`src/mmx_pkg.sv`:
```
// shared types, constants and throttle limit function for the quad x motor mixer
`default_nettype none
package mmx_pkg;

   localparam int ROTOR_COUNT = 4;
   localparam int THR_W      = 8;
   localparam int Q_W        = 16;
   localparam int SUM_W      = 24;
   localparam int FRAC_BITS  = 14;
   localparam int Q_ONE      = 16384;
   localparam int FULL_SCALE = 255 * Q_ONE;

   localparam int COEF_THRUST = 255;
   localparam int COEF_ROLL   = 50;
   localparam int COEF_PITCH  = 50;
   localparam int COEF_YAW    = 30;

   // motor slots
   localparam int ROTOR_FR = 0;
   localparam int ROTOR_RR = 1;
   localparam int ROTOR_RL = 2;
   localparam int ROTOR_FL = 3;

   typedef enum logic [2:0] {
      KIND_ARM     = 3'd0,
      KIND_DISARM  = 3'd1,
      KIND_SET_ONE = 3'd2,
      KIND_SET_ALL = 3'd3,
      KIND_MIX     = 3'd4,
      KIND_ESTOP   = 3'd5
   } kind_type;

   typedef enum logic [1:0] {
      REG_MIN_THROTTLE  = 2'd0,
      REG_MAX_THROTTLE  = 2'd1,
      REG_IDLE_THROTTLE = 2'd2
   } reg_index_type;

   typedef logic [THR_W-1:0] throttle_type;
   typedef throttle_type [ROTOR_COUNT-1:0] motor_set_type;

   typedef struct packed {
      throttle_type min_thr;
      throttle_type max_thr;
   } limits_type;

   function automatic throttle_type limit_throttle(throttle_type t, limits_type lim);
      throttle_type r;
      if (t < lim.min_thr) begin
         r = lim.min_thr;
      end else if (t > lim.max_thr) begin
         r = lim.max_thr;
      end else begin
         r = t;
      end
      return r;
   endfunction

endpackage
`default_nettype wire

```
`src/mmx_mix.sv`:
```
// x-quad mixing of thrust, roll, pitch and yaw into four limited throttles
`default_nettype none
module mmx_mix (
   input  wire logic signed [mmx_pkg::Q_W-1:0] thrust,
   input  wire logic signed [mmx_pkg::Q_W-1:0] roll,
   input  wire logic signed [mmx_pkg::Q_W-1:0] pitch,
   input  wire logic signed [mmx_pkg::Q_W-1:0] yaw,
   input  wire mmx_pkg::limits_type             limits,
   output      mmx_pkg::motor_set_type          throttle
);

   localparam int QW = mmx_pkg::Q_W;
   localparam int SW = mmx_pkg::SUM_W;
   localparam logic signed [QW-1:0] QP = QW'(mmx_pkg::Q_ONE);
   localparam logic signed [QW-1:0] QN = -QW'(mmx_pkg::Q_ONE);
   localparam logic signed [SW-1:0] FULL = SW'(mmx_pkg::FULL_SCALE);
   localparam logic signed [SW-1:0] K_T = SW'(mmx_pkg::COEF_THRUST);
   localparam logic signed [SW-1:0] K_R = SW'(mmx_pkg::COEF_ROLL);
   localparam logic signed [SW-1:0] K_P = SW'(mmx_pkg::COEF_PITCH);
   localparam logic signed [SW-1:0] K_Y = SW'(mmx_pkg::COEF_YAW);

   logic signed [QW-1:0] thr_c, roll_c, pitch_c, yaw_c;
   logic signed [SW-1:0] thr_x, roll_x, pitch_x, yaw_x;
   logic signed [SW-1:0] thr_m, roll_m, pitch_m, yaw_m;
   logic signed [SW-1:0] sum [mmx_pkg::ROTOR_COUNT];

   function automatic logic signed [QW-1:0] clamp_axis(logic signed [QW-1:0] v,
                                                      logic signed [QW-1:0] lo);
      logic signed [QW-1:0] r;
      if (v < lo) begin
         r = lo;
      end else if (v > QP) begin
         r = QP;
      end else begin
         r = v;
      end
      return r;
   endfunction

   always_comb begin
      thr_c   = clamp_axis(thrust, '0);
      roll_c  = clamp_axis(roll, QN);
      pitch_c = clamp_axis(pitch, QN);
      yaw_c   = clamp_axis(yaw, QN);
      thr_x   = {{(SW-QW){thr_c[QW-1]}}, thr_c};
      roll_x  = {{(SW-QW){roll_c[QW-1]}}, roll_c};
      pitch_x = {{(SW-QW){pitch_c[QW-1]}}, pitch_c};
      yaw_x   = {{(SW-QW){yaw_c[QW-1]}}, yaw_c};
      thr_m   = thr_x * K_T;
      roll_m  = roll_x * K_R;
      pitch_m = pitch_x * K_P;
      yaw_m   = yaw_x * K_Y;
      sum[mmx_pkg::ROTOR_FR] = thr_m - roll_m + pitch_m + yaw_m;
      sum[mmx_pkg::ROTOR_RR] = thr_m - roll_m - pitch_m - yaw_m;
      sum[mmx_pkg::ROTOR_RL] = thr_m + roll_m - pitch_m + yaw_m;
      sum[mmx_pkg::ROTOR_FL] = thr_m + roll_m + pitch_m - yaw_m;
   end

   for (genvar m = 0; m < mmx_pkg::ROTOR_COUNT; m++) begin : g_sat
      mmx_pkg::throttle_type sat;
      always_comb begin
         if (sum[m] < 0) begin
            sat = '0;
         end else if (sum[m] > FULL) begin
            sat = '1;
         end else begin
            sat = sum[m][mmx_pkg::FRAC_BITS +: mmx_pkg::THR_W];
         end
         throttle[m] = mmx_pkg::limit_throttle(sat, limits);
      end
   end

endmodule
`default_nettype wire

```
`src/quad_x_motor_mixer_with_arming.sv`:
```
// top level of the quad x motor mixer with arming
// Usage:
//  - req_ channel: one command per transaction (arm, disarm, set one, set all,
//    mix, emergency stop), taken when req_valid is high and req_stall is low
//  - rsp_ channel: exactly one transaction per command, carrying the four motor
//    duties and the armed flag as they stand after that command
//  - csr_ channel: writes min, max and idle throttle; always ready; the user must
//    see it written only while no command is in flight; not enforced by the block
//  - apply: an accepted command waits in the command register and is applied
//    from there to the throttle registers, which hold its valid response
//  - throughput: one command per cycle while the response is not stalled; the
//    whole update of the armed flag and throttles is combinational between the
//    command register and the throttle registers, which also drive the response
//  - reset: disarmed, all throttles zero, min 0, max 255, idle 0, both
//    channels empty
//  - rsp_stall holds the response; one more command waits in the command
//    register, after which req_stall rises until the response is taken
`default_nettype none
module quad_x_motor_mixer_with_arming (
   input  wire logic        clock,
   input  wire logic        reset,
   input  wire logic        req_valid,
   output      logic        req_stall,
   input  wire logic [2:0]  req_kind,
   input  wire logic [1:0]  req_motor_index,
   input  wire logic [7:0]  req_value_a,
   input  wire logic [7:0]  req_value_b,
   input  wire logic [7:0]  req_value_c,
   input  wire logic [7:0]  req_value_d,
   input  wire logic signed [15:0] req_thrust,
   input  wire logic signed [15:0] req_roll,
   input  wire logic signed [15:0] req_pitch,
   input  wire logic signed [15:0] req_yaw,
   output      logic        rsp_valid,
   input  wire logic        rsp_stall,
   output      logic [7:0]  rsp_duty_front_right,
   output      logic [7:0]  rsp_duty_rear_right,
   output      logic [7:0]  rsp_duty_rear_left,
   output      logic [7:0]  rsp_duty_front_left,
   output      logic        rsp_is_armed,
   input  wire logic        csr_valid,
   output      logic        csr_ready,
   input  wire logic [1:0]  csr_index,
   input  wire logic [7:0]  csr_wdata
);

   // command register
   logic                  cmd_valid_ff, cmd_valid_in;
   logic [2:0]            cmd_kind_ff;
   logic [1:0]            cmd_index_ff;
   mmx_pkg::motor_set_type cmd_value_ff;
   logic signed [15:0]    cmd_thrust_ff, cmd_roll_ff, cmd_pitch_ff, cmd_yaw_ff;

   // state and response
   logic                  rsp_valid_ff, rsp_valid_in;
   logic                  armed_ff, armed_in;
   mmx_pkg::motor_set_type throttle_ff, throttle_in;

   // configuration
   mmx_pkg::throttle_type min_ff, max_ff, idle_ff;

   mmx_pkg::limits_type   limits;
   mmx_pkg::motor_set_type mix_thr;
   logic                  advance, fire, req_take;

   assign limits    = '{min_thr: min_ff, max_thr: max_ff};
   assign advance   = !rsp_valid_ff || !rsp_stall;
   assign fire      = cmd_valid_ff && advance;
   assign req_stall = cmd_valid_ff && !advance;
   assign req_take  = req_valid && !req_stall;
   assign csr_ready = 1'b1;

   assign rsp_valid            = rsp_valid_ff;
   assign rsp_duty_front_right = throttle_ff[mmx_pkg::ROTOR_FR];
   assign rsp_duty_rear_right  = throttle_ff[mmx_pkg::ROTOR_RR];
   assign rsp_duty_rear_left   = throttle_ff[mmx_pkg::ROTOR_RL];
   assign rsp_duty_front_left  = throttle_ff[mmx_pkg::ROTOR_FL];
   assign rsp_is_armed         = armed_ff;

   mmx_mix u_mix (
      .thrust   (cmd_thrust_ff),
      .roll     (cmd_roll_ff),
      .pitch    (cmd_pitch_ff),
      .yaw      (cmd_yaw_ff),
      .limits   (limits),
      .throttle (mix_thr)
   );

   always_comb begin
      cmd_valid_in = req_stall ? cmd_valid_ff : req_valid;
      rsp_valid_in = advance ? cmd_valid_ff : rsp_valid_ff;
      armed_in     = armed_ff;
      throttle_in  = throttle_ff;
      if (fire) begin
         case (mmx_pkg::kind_type'(cmd_kind_ff))
            mmx_pkg::KIND_ARM: begin
               armed_in = 1'b1;
               for (int m = 0; m < mmx_pkg::ROTOR_COUNT; m++) begin
                  throttle_in[m] = idle_ff;
               end
            end
            mmx_pkg::KIND_DISARM, mmx_pkg::KIND_ESTOP: begin
               armed_in    = 1'b0;
               throttle_in = '0;
            end
            mmx_pkg::KIND_SET_ONE: begin
               if (armed_ff) begin
                  throttle_in[cmd_index_ff] =
                     mmx_pkg::limit_throttle(cmd_value_ff[mmx_pkg::ROTOR_FR], limits);
               end
            end
            mmx_pkg::KIND_SET_ALL: begin
               if (armed_ff) begin
                  for (int m = 0; m < mmx_pkg::ROTOR_COUNT; m++) begin
                     throttle_in[m] = mmx_pkg::limit_throttle(cmd_value_ff[m], limits);
                  end
               end
            end
            mmx_pkg::KIND_MIX: begin
               if (armed_ff) begin
                  throttle_in = mix_thr;
               end
            end
            default: begin
            end
         endcase
      end
   end

   always_ff @(posedge clock) begin
      if (reset) begin
         cmd_valid_ff <= 1'b0;
         rsp_valid_ff <= 1'b0;
         armed_ff     <= 1'b0;
         throttle_ff  <= '0;
      end else begin
         cmd_valid_ff <= cmd_valid_in;
         rsp_valid_ff <= rsp_valid_in;
         armed_ff     <= armed_in;
         throttle_ff  <= throttle_in;
      end
   end

   always_ff @(posedge clock) begin
      if (req_take) begin
         cmd_kind_ff  <= req_kind;
         cmd_index_ff <= req_motor_index;
         cmd_value_ff[mmx_pkg::ROTOR_FR] <= req_value_a;
         cmd_value_ff[mmx_pkg::ROTOR_RR] <= req_value_b;
         cmd_value_ff[mmx_pkg::ROTOR_RL] <= req_value_c;
         cmd_value_ff[mmx_pkg::ROTOR_FL] <= req_value_d;
         cmd_thrust_ff <= req_thrust;
         cmd_roll_ff   <= req_roll;
         cmd_pitch_ff  <= req_pitch;
         cmd_yaw_ff    <= req_yaw;
      end
   end

   always_ff @(posedge clock) begin
      if (reset) begin
         min_ff  <= '0;
         max_ff  <= '1;
         idle_ff <= '0;
      end else if (csr_valid && csr_ready) begin
         case (mmx_pkg::reg_index_type'(csr_index))
            mmx_pkg::REG_MIN_THROTTLE:  min_ff  <= csr_wdata;
            mmx_pkg::REG_MAX_THROTTLE:  max_ff  <= csr_wdata;
            mmx_pkg::REG_IDLE_THROTTLE: idle_ff <= csr_wdata;
            default: begin
            end
         endcase
      end
   end

   // disarmed motors are always at zero
   a_disarmed_zero: assert property (@(posedge clock) disable iff (reset)
      !armed_ff |-> (throttle_ff == '0))
      else $error("motors not zero while disarmed");

   // state moves only when a transaction is applied
   a_state_hold: assert property (@(posedge clock) disable iff (reset)
      !fire |=> ($stable(throttle_ff) && $stable(armed_ff)))
      else $error("state changed without a transaction");

   // backpressure only with a full command register
   a_stall_full: assert property (@(posedge clock) disable iff (reset)
      req_stall |-> (cmd_valid_ff && rsp_valid_ff))
      else $error("req_stall without a held transaction");

endmodule
`default_nettype wire
```
`config.mk`:
```
export PLATFORM = sky130hd
export DESIGN_NAME = quad_x_motor_mixer_with_arming
export DESIGN_NICKNAME = d
export VERILOG_FILES = /design/src/mmx_pkg.sv /design/src/mmx_mix.sv /design/src/quad_x_motor_mixer_with_arming.sv
export SDC_FILE = /design/constraint.sdc
export NUM_CORES = 1
export LEC_CHECK = 0
export ABC_AREA = 1
export BUFFER_PORTS_ARGS = -buffer_cell sky130_fd_sc_hd__buf_2
export CAP_MARGIN = 30
export CORE_UTILIZATION = 28
export CTS_CLUSTER_DIAMETER = 200
export CTS_CLUSTER_SIZE = 8
export DETAILED_ROUTE_END_ITERATION = 7
export HOLD_SLACK_MARGIN = 0.12
export PLACE_DENSITY = 0.46
export SETUP_SLACK_MARGIN = 0.02
export SYNTH_ARGS = -nofsm -noshare
export SYNTH_HDL_FRONTEND = slang
export SYNTH_HIERARCHICAL = 1
export SYNTH_SLANG_ARGS = --single-unit
```
`constraint.sdc`:
```
create_clock -name clock -period 10.1 [get_ports clock]
set_input_delay 2.02 -clock clock [delete_from_list [all_inputs] [get_ports clock]]
set_output_delay 2.02 -clock clock [all_outputs]
set_load 0.03 [all_outputs]
```
==> run_results.csv, run 1 <==
group,metric,value,unit
floorplanning,die_w,324,um
cells_and_area,postLayoutCellArea,40300,um2
cts,cts_max_path_buffers,2,
placed_design,place_inst,6095,
global_route,grtUsageTotal,0.190,
setup_path,timing.rr.start,"cmd_thrust_ff[13]",
floorplanning,placementRows,117,
yosys,synth-seq-cells,160,
setup_path,startpoint,"cmd_thrust_ff[13]",
cts,cts_buffers,17,
placed_design,post_dp_cell_area,35900,um2
cts,clock_sinks,160,
cts,path_clk_slew,0.09,ns
routing,wire_per_inst,15.8,um
run_status,outcome,"complete, but fails checks",
setup_path,cp-endpoint,"rsp_duty_front_right[2]",
sta,fin_skew,0.0262,ns
routing,drt_pass1_iterations,5,
routing,wl,98800,um
sta,max_freq,0.0967,GHz
worst_hold_path,hp-class,"flop to flop",
cells_and_area,area_growth,38.7,%
setup_path,startpoint_type,"flop",
floorplanning,start_util,0.284,
yosys,syn_nets,4772,
cells_and_area,antenna-diode-count,0,
setup_path,critPathArrivalTime,10.76,ns
cts,cts_max_level,4,
setup_path,slowest_delay,0.55,ns
routing,via_per_inst,4.57,
sta,setup_viol,26,
setup_path,crit_path_frequent_cell,"buf_4",
yosys,synth_top_area_frac,0.184,
global_route,grt_pass1_wl,154000,um
cells_and_area,fillers,10700,
sta,rsz0062_at_grt,"true",
yosys,synth-seq-area-share,0.145,
routing,via_count,28500,
cells_and_area,drive_above_1_share,0.308,
yosys,synth_edf_count,101,
global_route,gr-total-overflow,0,
yosys,syn-cell-area,29000,um2
setup_path,r2r_setup_slack,-0.24,ns
setup_path,worst-path-stages,67,
floorplanning,die_h,324,um
setup_path,slowest_stage,"fa_1",
global_route,grt_start_max_net_pins,56,
sta,slew_violations,0,
cells_and_area,layout.cells.non_filler,6246,
sta,max_slew_margin,0.343,
setup_path,critPathMaxFanout,7,
cells_and_area,fin_nets,5620,
routing,first_iter_violations,1745,
floorplanning,io_pins,152,
yosys,async_flop_share,0,
cts,cts-root-buf,"clkbuf_16",
global_route,antenna_found_initial,1,
global_route,met1_usage,0.261,
worst_hold_path,hold_depth,2,
global_route,grt-busiest-layer,"met2",
setup_path,crit_required,10.53,ns
yosys,avgSynthCellArea,7.23,um2
sta,tightest_slew,0.984,ns
placed_design,gp_congestion,0.941,
run_status,violations,"negative setup slack",
setup_path,worstSetupPathType,"flop to flop",
placed_design,dp_hpwl,82500,um
global_route,use_met2,0.305,
sta,fin_crit_sh,1.02,
setup_path,cp_num_buf_inv,21,
yosys,synth_top_area_cell,"ha_1",
routing,antenna_left,0,
global_route,met3_usage,0.0298,
yosys,ys.flop_type,"edfxtp_1",
setup_path,r2r-end,"rsp_duty_front_right[2]",
sta,hold_viol_final,0,
cts,cts_tree,"built",
placed_design,port_buffers,150,
cts,clock_latency,0.52,ns
setup_path,cp-end-kind,"flop",
setup_path,path_delay_family,"adder cells",
yosys,yosysWarningCount,6,
yosys,netlist_instances,4017,
floorplanning,design.die.area,105000,um2
cells_and_area,most-common-layout-cells,"inv_1 (794), nand2_1 (733), buf_4 (677)",
cells_and_area,layout_commonest_cell,"inv_1",
global_route,grt_pass1_vias,28300,
floorplanning,core,102000,um2
yosys,synth_cell_types,63,
routing,route.detailed.drc,0,
yosys,yosys-top-cells-area,"ha_1 (18%), fa_1 (15%), inv_1 (11%)",
setup_path,worst_r2r_path_depth,67,
sta,fin_ws,-0.238,ns
sta,min_period,10.34,ns
job,maxCapViolations,0,
## Yosys cell counts (20+ instances only)
| master | n |
|---|---|
| o21ai_1 | 20 |
| inv_1 | 845 |
| a21oi_1 | 301 |
| a21boi_1 | 23 |
| xnor2_1 | 34 |
| fa_1 | 211 |
| edfxtp_1 | 101 |
| inv_2 | 21 |
| dfxtp_1 | 59 |
| xor2_1 | 124 |
| nand2_1 | 816 |
| nand3_1 | 304 |
| nand2_2 | 34 |
| o21bai_1 | 20 |
| o21ai_0 | 137 |
| nor2_1 | 212 |
| nand4_1 | 35 |
| ha_1 | 428 |
| nor3_1 | 38 |
## registers in the layout, summed over array words and instances (netlist names), 2 cells and up
signal / cells
cmd_index_ff: 2
cmd_kind_ff: 3
cmd_pitch_ff: 16
cmd_roll_ff: 16
cmd_thrust_ff: 16
cmd_value_ff: 32
cmd_yaw_ff: 16
idle_ff: 8
max_ff: 8
min_ff: 8
rsp_duty_front_left: 8
rsp_duty_front_right: 8
rsp_duty_rear_left: 8
rsp_duty_rear_right: 8
## how the worst min path moves through the flow
| stage | from | to |
|---|---|---|
| final | idle_ff[7] | idle_ff[7] |
| after global routing | idle_ff[1] | idle_ff[1] |
| after CTS | idle_ff[7] | idle_ff[7] |
| after detailed placement | idle_ff[6] | idle_ff[6] |
| after global placement | idle_ff[0] | idle_ff[0] |
| after floorplan | idle_ff[0] | idle_ff[0] |
## per-layer routing
metal,vias up,share of wire
li1,14600,-
met1,13300,0.48
met2,510,0.45
met3,75,0.047
met4,0,0.022
met5,-,0
## area by class of cell
type                    count  area, um2  share of cell area
multi-input cells        2948      24200               0.599
repair buffers            867       6330               0.157
flip-flops and latches    160       4210               0.105
inverters                 871       3300              0.0818
well taps                1368       1710              0.0425
clock buffers              18        439              0.0109
clock inverters            14        158             0.00391
## through the flow
stage	setup TNS, ns	hold WS, ns	utilization	worst slack (ns)
2_1_floorplan	0	0.424	-	0.0311
3_3_place_gp	-19.63	0.437	0.351	-0.846
3_5_place_dp	-23.19	0.440	0.351	-0.909
4_1_cts	-0.161	0.454	0.381	-0.0393
5_1_grt	-24.78	0.466	0.394	-0.972
6_report	-2.17	0.452	0.394	-0.238
## logic make-up (layout without fill, tap and decap cells)
| logic type | after synthesis | count (layout) | synth area share |
|---|---|---|---|
| AOI/OAI and AO/OA | 608 | 610 | 0.120 |
| xor gates and xnor gates | 159 | 159 | 0.0482 |
| adders and majority gates | 639 | 639 | 0.330 |
| buffers and inverters | 911 | 1770 | 0.119 |
| DFF | 160 | 160 | 0.145 |
| other | 1 | 1 | 0.000129 |
| and+or+nand+nor | 1539 | 1539 | 0.238 |
## worst min-delay path, stage by stage (launching register included)
cell and delay (ns):
dfxtp_1 0.32, inv_1 0.05, a21oi_1 0.05
## what timing repair did
action	CTS	global route
setup buffers	90	33
endpoints found under the setup margin	32	32
resized for setup	411	240
pin swaps	249	179
hold buffers	0	0
gates cloned	3	0
Power of run 1 is left out: the tool's default activity adds up to more than one toggle a clock period on the data nets, which glitch-free logic cannot reach.
==> inputs of run 2 (changes only) <==
PLACE_DENSITY = unset   (was 0.46)
==> run 2 against run 1 <==
Effect of this change:
- the run still ends with negative setup slack left
- sequential cell count stayed put
- cell count is 1.4% lower
- clock skew hardly changed
- largest cell class unchanged
==> run_results.csv, run 2 (synthesis results as in run 1) <==
group,metric,value,unit
cts,cts_tree,"built",
setup_path,cp_num_buf_inv,15,
sta,fin_crit_sh,1.03,
cells_and_area,fin_nets,5529,
cts,cts-root-buf,"clkbuf_16",
global_route,grt_start_max_net_pins,60,
setup_path,crit_required,10.51,ns
sta,fin_skew,0.0265,ns
setup_path,path_delay_family,"adder cells",
setup_path,worstSetupPathType,"flop to flop",
global_route,grt_pass1_wl,151000,um
run_status,outcome,"complete, but fails checks",
global_route,antenna_found_initial,2,
cts,path_clk_slew,0.10,ns
sta,max_slew_margin,0.423,
routing,first_iter_violations,2171,
routing,route.detailed.drc,0,
setup_path,startpoint_type,"flop",
cells_and_area,most-common-layout-cells,"inv_1 (821), nand2_1 (779), buf_4 (606)",
routing,drt_pass1_iterations,8,
setup_path,crit_path_frequent_cell,"nand2_1",
cts,cts_hold_buf,0,
floorplanning,design.die.area,105000,um2
floorplanning,die_h,324,um
sta,max_freq,0.0964,GHz
cts,clock_sinks,160,
cells_and_area,largest_reg_flops,32,
placed_design,gp_congestion,0.964,
sta,hold_viol_final,0,
sta,slew_violations,0,
global_route,grt_pass1_vias,28800,
floorplanning,start_util,0.284,
floorplanning,placementRows,117,
sta,fin_ws,-0.273,ns
routing,antenna_left,0,
floorplanning,die_w,324,um
setup_path,critPathMaxFanout,7,
cells_and_area,fillers,10500,
setup_path,slowest_stage,"fa_1",
cells_and_area,area_growth,32.3,%
global_route,grtUsageTotal,0.182,
cts,cts_max_level,4,
floorplanning,core,102000,um2
cells_and_area,drive_above_1_share,0.256,
setup_path,slowest_delay,0.56,ns
placed_design,port_buffers,150,
cells_and_area,top_register,"cmd_value_ff",
sta,rsz0062_at_grt,"true",
run_status,violations,"negative setup slack",
job,maxCapViolations,0,
cells_and_area,postLayoutCellArea,38400,um2
setup_path,cp-end-kind,"flop",
cts,cts_buffers,17,
cts,clock_latency,0.52,ns
sta,setup_viol,32,
sta,tightest_slew,0.864,ns
cells_and_area,multiInputGateArea,23000,um2
cells_and_area,regArea,4210,um2
global_route,gr-total-overflow,0,
cells_and_area,layout_commonest_cell,"inv_1",
floorplanning,io_pins,152,
placed_design,dp_hpwl,77500,um
placed_design,pre_cts_ws,-0.828,ns
worst_hold_path,hp-class,"flop to flop",
routing,wl,94300,um
sta,min_period,10.37,ns
routing,wire_per_inst,15.3,um
cts,cts_max_path_buffers,2,
setup_path,critPathArrivalTime,10.79,ns
placed_design,post_dp_cell_area,35500,um2
routing,via_count,28900,
routing,via_per_inst,4.69,
==> run 2: cell types whose count changed in the layout (fill, tap and decap cells not counted), sizes merged <==
cell,before,now
clkinvlp,1,0
o21ai,165,164
diode,0,1
inv,875,876
clkinv,9,10
buf,867,776
nand2,869,870
clkbuf,18,17
==> run 2: metal layers <==
layer | share of wire | vias up | global-route usage
met2 | 0.47 | 766 | 0.308
met4 | 0.026 | 2 | 0.0580
met3 | 0.056 | 135 | 0.0217
li1 | - | 14400 | -
met5 | 0.00014 | - | 0
met1 | 0.44 | 13600 | 0.239
==> run 2: metrics by stage <==
stage | util | hold slack [ns] | std cells | setup TNS (ns)
after floorplan | - | 0.424 | 4017 | 0
after global routing | 0.376 | 0.469 | 6156 | -26.64
after global placement | 0.347 | 0.433 | 6041 | -13.73
after CTS | 0.373 | 0.455 | 6149 | -1.41
after detailed placement | 0.347 | 0.441 | 6041 | -20.13
final | 0.376 | 0.455 | 6156 | -4.18
==> run 2: repair_timing <==
action                                  4_1_cts  5_1_grt
hold endpoints to repair                      0        0
endpoints found under the setup margin       32       32
gates cloned                                  3        0
pin swaps                                   189       28
buffers inserted                             80        6
resized for setup                           328       35
==> run 2: final cells by class <==
cell class / instances / share of cell area
multi-input combinational: 2948 / 0.600
timing repair buffer: 776 / 0.144
sequential: 160 / 0.110
inverter: 871 / 0.0855
tap: 1368 / 0.0445
clock buffer: 17 / 0.0111
clock inverter: 15 / 0.00531
antenna: 1 / 0.0000651
==> run 2: worst paths after layout <==
kind	to	start	cells after the start	slack, ns
worst max-delay path	rsp_duty_rear_left[3]	cmd_thrust_ff[2]	65	-0.27
worst min-delay path	idle_ff[7]	idle_ff[7]	2	0.45
worst max register to register	rsp_duty_rear_left[3]	cmd_thrust_ff[2]	65	-0.27
worst min register to register	idle_ff[7]	idle_ff[7]	2	0.45
==> run 2: worst register-to-register path: cells and delay by family (launching register included) <==
kind            cells  cell delay [ns]
xor+xnor            3             0.64
buf+inv            15             1.56
simple gates       24             2.36
compound gates     14             1.76
fa+ha+maj           9             3.53
flops               1             0.41
Power of run 2 is left out for the same reason.
